--- src/design/zsma_pkg.sv ---
package zsma_pkg;

  localparam int SAMPLE_W = 24;
  localparam int COUNT_W  = 7;
  localparam int MDATA_W  = 32;

  typedef struct packed {
    logic load;
    logic start;
    logic step;
    logic emit;
  } zsma_cmd_t;

  typedef struct packed {
    logic out_busy;
  } zsma_stat_t;

endpackage

--- src/design/zsma_ctrl.sv ---
module zsma_ctrl
  import zsma_pkg::*;
#(
  parameter int WINDOW = 8
) (
  input  logic       clk,
  input  logic       rst,
  input  logic       s_tvalid,
  output logic       s_tready,
  input  zsma_stat_t stat,
  output zsma_cmd_t  cmd
);

  localparam int SUM_W  = SAMPLE_W + $clog2(WINDOW);
  localparam int STEP_W = $clog2(SUM_W);
  localparam logic [STEP_W-1:0] LAST_STEP = STEP_W'(SUM_W - 1);

  localparam logic [1:0] ST_IDLE   = 2'd0;
  localparam logic [1:0] ST_LOAD   = 2'd1;
  localparam logic [1:0] ST_DIV    = 2'd2;
  localparam logic [1:0] ST_FINISH = 2'd3;

  logic [1:0]        state;
  logic [1:0]        state_next;
  logic [STEP_W-1:0] step_cnt;

  assign s_tready = (state == ST_IDLE);

  always_comb begin
    state_next = state;
    cmd        = '0;
    unique case (state)
      ST_IDLE: begin
        if (s_tvalid) begin
          cmd.load   = 1'b1;
          state_next = ST_LOAD;
        end
      end
      ST_LOAD: begin
        cmd.start  = 1'b1;
        state_next = ST_DIV;
      end
      ST_DIV: begin
        cmd.step = 1'b1;
        if (step_cnt == LAST_STEP) begin
          state_next = ST_FINISH;
        end
      end
      ST_FINISH: begin
        if (!stat.out_busy) begin
          cmd.emit   = 1'b1;
          state_next = ST_IDLE;
        end
      end
      default: state_next = ST_IDLE;
    endcase
  end

  always_ff @(posedge clk) begin
    if (rst) begin
      state    <= ST_IDLE;
      step_cnt <= '0;
    end else begin
      state <= state_next;
      if (cmd.start) begin
        step_cnt <= '0;
      end else if (cmd.step) begin
        step_cnt <= step_cnt + 1'b1;
      end
    end
  end

endmodule

--- src/design/zsma_datapath.sv ---
module zsma_datapath
  import zsma_pkg::*;
#(
  parameter int WINDOW = 8
) (
  input  logic                clk,
  input  logic                rst,
  input  logic [SAMPLE_W-1:0] s_tdata,
  output logic                m_tvalid,
  input  logic                m_tready,
  output logic [MDATA_W-1:0]  m_tdata,
  input  zsma_cmd_t           cmd,
  output zsma_stat_t          stat
);

  localparam int SUM_W = SAMPLE_W + $clog2(WINDOW);

  logic signed [SAMPLE_W-1:0] window [WINDOW];
  logic signed [SUM_W-1:0]    sum;
  logic [COUNT_W-1:0]         count;

  logic signed [SAMPLE_W-1:0] fresh;
  logic signed [SAMPLE_W-1:0] oldest;
  logic                       fresh_nz;
  logic                       oldest_nz;

  logic [SUM_W-1:0]   quo;
  logic [COUNT_W:0]   rem;
  logic [COUNT_W-1:0] divisor;
  logic               neg;
  logic [COUNT_W-1:0] count_q;

  logic [COUNT_W:0]    rem_sh;
  logic                ge;
  logic [SAMPLE_W-1:0] q_trunc;
  logic [SAMPLE_W-1:0] average;

  assign fresh     = s_tdata;
  assign oldest    = window[WINDOW-1];
  assign fresh_nz  = (fresh != '0);
  assign oldest_nz = (oldest != '0);

  assign rem_sh  = {rem[COUNT_W-1:0], quo[SUM_W-1]};
  assign ge      = (rem_sh >= {1'b0, divisor});
  assign q_trunc = quo[SAMPLE_W-1:0];
  assign average = neg ? (~q_trunc + 1'b1) : q_trunc;

  assign stat.out_busy = m_tvalid && !m_tready;

  always_ff @(posedge clk) begin
    if (rst) begin
      for (int i = 0; i < WINDOW; i++) begin
        window[i] <= '0;
      end
      sum   <= '0;
      count <= '0;
    end else if (cmd.load) begin
      for (int i = WINDOW - 1; i > 0; i--) begin
        window[i] <= window[i-1];
      end
      window[0] <= fresh;
      sum   <= sum + SUM_W'(fresh) - SUM_W'(oldest);
      count <= count + COUNT_W'(fresh_nz) - COUNT_W'(oldest_nz);
    end
  end

  always_ff @(posedge clk) begin
    if (cmd.start) begin
      neg     <= sum[SUM_W-1];
      quo     <= sum[SUM_W-1] ? (~sum + 1'b1) : sum;
      rem     <= '0;
      divisor <= (count == '0) ? COUNT_W'(1) : count;
      count_q <= count;
    end else if (cmd.step) begin
      rem <= ge ? (rem_sh - {1'b0, divisor}) : rem_sh;
      quo <= {quo[SUM_W-2:0], ge};
    end
  end

  always_ff @(posedge clk) begin
    if (rst) begin
      m_tvalid <= 1'b0;
    end else if (cmd.emit) begin
      m_tvalid <= 1'b1;
    end else if (m_tready) begin
      m_tvalid <= 1'b0;
    end
  end

  always_ff @(posedge clk) begin
    if (cmd.emit) begin
      m_tdata <= {{(MDATA_W - SAMPLE_W - COUNT_W){1'b0}}, count_q, average};
    end
  end

endmodule

--- src/design/zero_skipping_moving_average.sv ---
// Moving average over the last WINDOW samples that skips zero entries.
// Input stream s_*: one signed Q15.8 sample per transaction in s_tdata.
// Output stream m_*: one result per sample, the mean of the nonzero
// entries of the window (truncated toward zero) and their count.
// Zero entries are empty slots; an all-zero window gives mean 0, count 0.
// A running sum and count are updated on each accepted sample, then a
// restoring divider produces one quotient bit per cycle.
// After the input transaction the control passes through LOAD (divider
// operands loaded), DIV (a quotient of SUM_W = 24 + clog2(WINDOW) bits)
// and FINISH (result to m_*); no new sample is taken until it is done.
// s_tready is high while the block is idle, also while a finished result
// still sits in the output register. If the receiver stalls, the result
// holds on m_tdata and the next finished result waits in the divider.
// Reset (rst, synchronous, active high) clears the window to all zeros,
// the running sum and count, and drops any pending result.
module zero_skipping_moving_average
  import zsma_pkg::*;
#(
  parameter int WINDOW = 8
) (
  input  logic                clk,
  input  logic                rst,
  input  logic                s_tvalid,
  output logic                s_tready,
  input  logic [SAMPLE_W-1:0] s_tdata,   // [23:0] sample
  output logic                m_tvalid,
  input  logic                m_tready,
  output logic [MDATA_W-1:0]  m_tdata    // [23:0] average, [30:24] counted, [31] zero
);

  zsma_cmd_t  cmd;
  zsma_stat_t stat;

  zsma_ctrl #(
    .WINDOW(WINDOW)
  ) u_ctrl (
    .clk     (clk),
    .rst     (rst),
    .s_tvalid(s_tvalid),
    .s_tready(s_tready),
    .stat    (stat),
    .cmd     (cmd)
  );

  zsma_datapath #(
    .WINDOW(WINDOW)
  ) u_datapath (
    .clk     (clk),
    .rst     (rst),
    .s_tdata (s_tdata),
    .m_tvalid(m_tvalid),
    .m_tready(m_tready),
    .m_tdata (m_tdata),
    .cmd     (cmd),
    .stat    (stat)
  );

`ifndef SYNTHESIS
  a_count_range: assert property (@(posedge clk) disable iff (rst)
    m_tvalid |-> (m_tdata[30:24] <= COUNT_W'(WINDOW)))
    else $error("counted exceeds window length");

  a_empty_zero: assert property (@(posedge clk) disable iff (rst)
    (m_tvalid && (m_tdata[30:24] == '0)) |-> (m_tdata[23:0] == '0))
    else $error("empty window gives nonzero average");

  a_one_at_a_time: assert property (@(posedge clk) disable iff (rst)
    (s_tvalid && s_tready) |=> !s_tready)
    else $error("second sample taken while busy");
`endif

endmodule
--- config.mk ---
export PLATFORM = sky130hd
export DESIGN_NAME = zero_skipping_moving_average
export DESIGN_NICKNAME = d
export VERILOG_FILES = /design/src/design/zsma_pkg.sv /design/src/design/zsma_ctrl.sv /design/src/design/zsma_datapath.sv /design/src/design/zero_skipping_moving_average.sv
export SDC_FILE = /design/constraint.sdc
export NUM_CORES = 1
export LEC_CHECK = 0
export BUFFER_PORTS_ARGS = -buffer_cell sky130_fd_sc_hd__buf_2
export CAP_MARGIN = 30
export CORE_MARGIN = 5
export CORE_UTILIZATION = 45
export DETAILED_ROUTE_END_ITERATION = 10
export PLACE_DENSITY = 0.61
export RECOVER_POWER = 50
export SLEW_MARGIN = 20
export SYNTH_ARGS = -nofsm -noshare
export SYNTH_HDL_FRONTEND = slang
export SYNTH_HIERARCHICAL = 1
export SYNTH_SLANG_ARGS = --single-unit
export TNS_END_PERCENT = 30
--- constraint.sdc ---
create_clock -name clk -period 9.2 [get_ports clk]
set_input_delay 0.46 -clock clk [delete_from_list [all_inputs] [get_ports clk]]
set_output_delay 0.46 -clock clk [all_outputs]
set_load 0.03 [all_outputs]
==> qor.txt <==
Library cells used by synthesis - 63
WS Path Type - reg2reg
Startpoint types - register
Power density cells - 333 nW/um2
Pin count of the biggest net entering global routing - 140
Area growth, synth to finish - 11.8%
Root buffer cell - clkbuf_16
CP Max Fanout - 82
Worst setup EP type - register
Vias in the first global route - 8436
Leak - 0.00671 uW
Top-area cell type share of the netlist area - 0.521
Hold Crit Class - in2reg
Hold Vio Cnt, Final - 0
Die area - 37700 um2
Nets@finish - 1450
Tot GR Track Use - 0.144
Crit path required time - 9290 ps
Share of post-route cells with drive strength above 1 - 0.0659
First-pass iteration count of the detailed router - 5
Clock transition at path regs - 60 ps
Top delay family on crit path - buffers and inverters
CTS tree - yes
Synth Instances - 1294
Post-CTS Resized - 0
Ys async rst share - 0
Syn Area/Cell - 11.8 um2
First-pass GRT wire length - 44.7 mm
DRC - 0
Detailed Route WL - 27.9 mm
Post-route setup TNS - 0 ps
Failing checks - max-capacitance violations, max-slew violations
Hold buffers post-CTS - 0
Worst-margin pin slew - 3460 ps
Max rail drop VDD - 0.129 mV
Setup violation total in the final timing report - 0
H-Tree Depth - 2
Antenna-violating nets left - 0
EDFF count, synth - 265
Tmin final - 4930 ps
Die width - 194 um
Fmax - 203 MHz
Area contributors post-synth - edfxtp_1, and2_1, dfxtp_1, ha_1, fa_1
Fin crit share - 0.536
Setup Buffers After CTS - 0
Yosys warning count - 6
Worst skew pair latency - 500 ps
Ports - 62
Syn Std Cell Area - 15300 um2
Diode count - 0
Slowest cell on crit path - clkbuf_1
Gr ovfl total - 0
Vias per cell - 4.96
Cts bufs inserted - 35
Seq/Total Area, Yosys - 0.585
Flops & latches, synth - 314
Status - finished, violations left
Rows - 67
Starting Density - 0.456
RSZ-0062 raised after global routing - no
Post-synth net total - 1403
Slew Limit Fails - 175
IO Port Bufs - 60
Most common cell after layout, fill and taps aside - edfxtp_1
Core footprint - 33500 um2
Top FF cell, synth - edfxtp_1
Initial DRC count - 437
Initial antenna violation count - 2
Commonest non-fill, non-tap cells in the layout - edfxtp_1, and2_1, inv_1
Rel. slew slack - -1.30
Final hold slack - 318 ps
WL/cell - 15.4 um
Max-cap violations - 4
Via count - 8995
Cells along the critical path - inv_1 -> ha_1 -> clkbuf_1 -> or2_0
Area leader, netlist - edfxtp_1
Worst path max stage delay - 2410 ps
Critical path data arrival time - 5020 ps
Num Clock Sinks - 314
Worst Skew - 8.34 ps
CTS Buffer Depth - 3
CP bufs+invs - 2
Die H - 194 um
GPL Wtd Cong - 0.870
Hpwl dp - 19.2 mm
==> power breakdown <==
| part | internal, uW | total (uW) | switching (uW) | leakage [uW] |
|---|---|---|---|---|
| logic | 820 | 2040 | 1220 | 0.00300 |
| clock network | 840 | 1360 | 522 | 0.000555 |
| registers | 2080 | 2290 | 211 | 0.00315 |
| total | 3740 | 5690 | 1950 | 0.00671 |
==> metrics by stage <==
| step | power (uW) | instance area [um2] | instances | setup WS (ps) | utilization |
|---|---|---|---|---|---|
| 6_report | 5690 | 17100 | 1814 | 4270 | 0.509 |
| 5_1_grt | 6120 | 17100 | 1814 | 3730 | 0.509 |
| 4_1_cts | 5740 | 17100 | 1813 | 5440 | 0.510 |
| 3_5_place_dp | 4350 | 16000 | 1751 | 5290 | 0.477 |
| 3_3_place_gp | 4310 | 16000 | 1751 | 5290 | 0.477 |
| 2_1_floorplan | 3910 | 15300 | 1294 | 1820 | - |
==> flip-flops by register name, summed over array words and instances, names as in the netlist, 2 cells and up <==
register	flops
u_datapath/count_q	7
u_datapath/window	192
u_ctrl/state	2
u_datapath/count	7
u_datapath/rem	7
u_datapath/quo	27
u_datapath/sum	27
u_datapath/divisor	7
u_datapath/m_tdata	31
u_ctrl/step_cnt	5
==> worst reg2reg max path: stages (launching register included) <==
cell,delay (ps)
dfxtp_1,340
inv_1,100
ha_1,140
clkbuf_1,2410
or2_0,1510
==> metal layers <==
metal	GRT usage	part of all wire
met2	0.219	0.44
met5	0	0.00097
met1	0.210	0.49
met4	0.0453	0.026
met3	0.0269	0.041
==> layout make-up <==
type | instances | area (um2)
fillers | 2987 | 16400
flip-flops and latches | 314 | 8940
multi-input cells | 784 | 5600
clock buffers | 42 | 945
well taps | 448 | 561
inverters | 138 | 526
repair buffers | 68 | 324
clock inverters | 20 | 190
==> cell usage after synthesis, types with 12 or more instances <==
cell type	n
o21ai_0	30
nor2_1	111
fa_1	28
a21o_1	19
ha_1	53
edfxtp_1	265
nand2_1	34
xor2_1	17
o31ai_1	15
and2_1	172
mux2i_1	18
xnor2_1	62
dfxtp_1	49
nand2b_1	12
a21oi_1	62
nor4_1	15
clkbuf_1	55
inv_1	136
==> path summary, 6_finish.rpt <==
kind	cells past startpoint	end	slack (ps)	from
setup / recovery	4	u_datapath/quo[24]$_DFFE_PP_	4270	u_ctrl/state[1]$_SDFFE_PP0P_
hold / removal	4	u_datapath/m_tvalid$_SDFFE_PP0P_	320	m_tready
setup reg to reg	4	u_datapath/quo[24]$_DFFE_PP_	4270	u_ctrl/state[1]$_SDFFE_PP0P_
hold reg to reg	0	u_datapath/m_tdata[26]$_DFFE_PP_	420	u_datapath/count_q[2]$_DFFE_PP_
==> cells by family (layout without fill, tap and decap cells) <==
logic type	count (synthesis)	in the layout	synth area share
multiplexers	19	19	0.0125
flip-flops	314	314	0.585
other	1	1	0.000245
adder cells (fa/ha/maj)	81	81	0.0801
AO/OA/AOI/OAI	190	190	0.0809
AND/OR/NAND/NOR	414	414	0.147
XOR/XNOR	79	79	0.0453
buffers and inverters	196	268	0.0489
(Power assumes the default switching activity.)
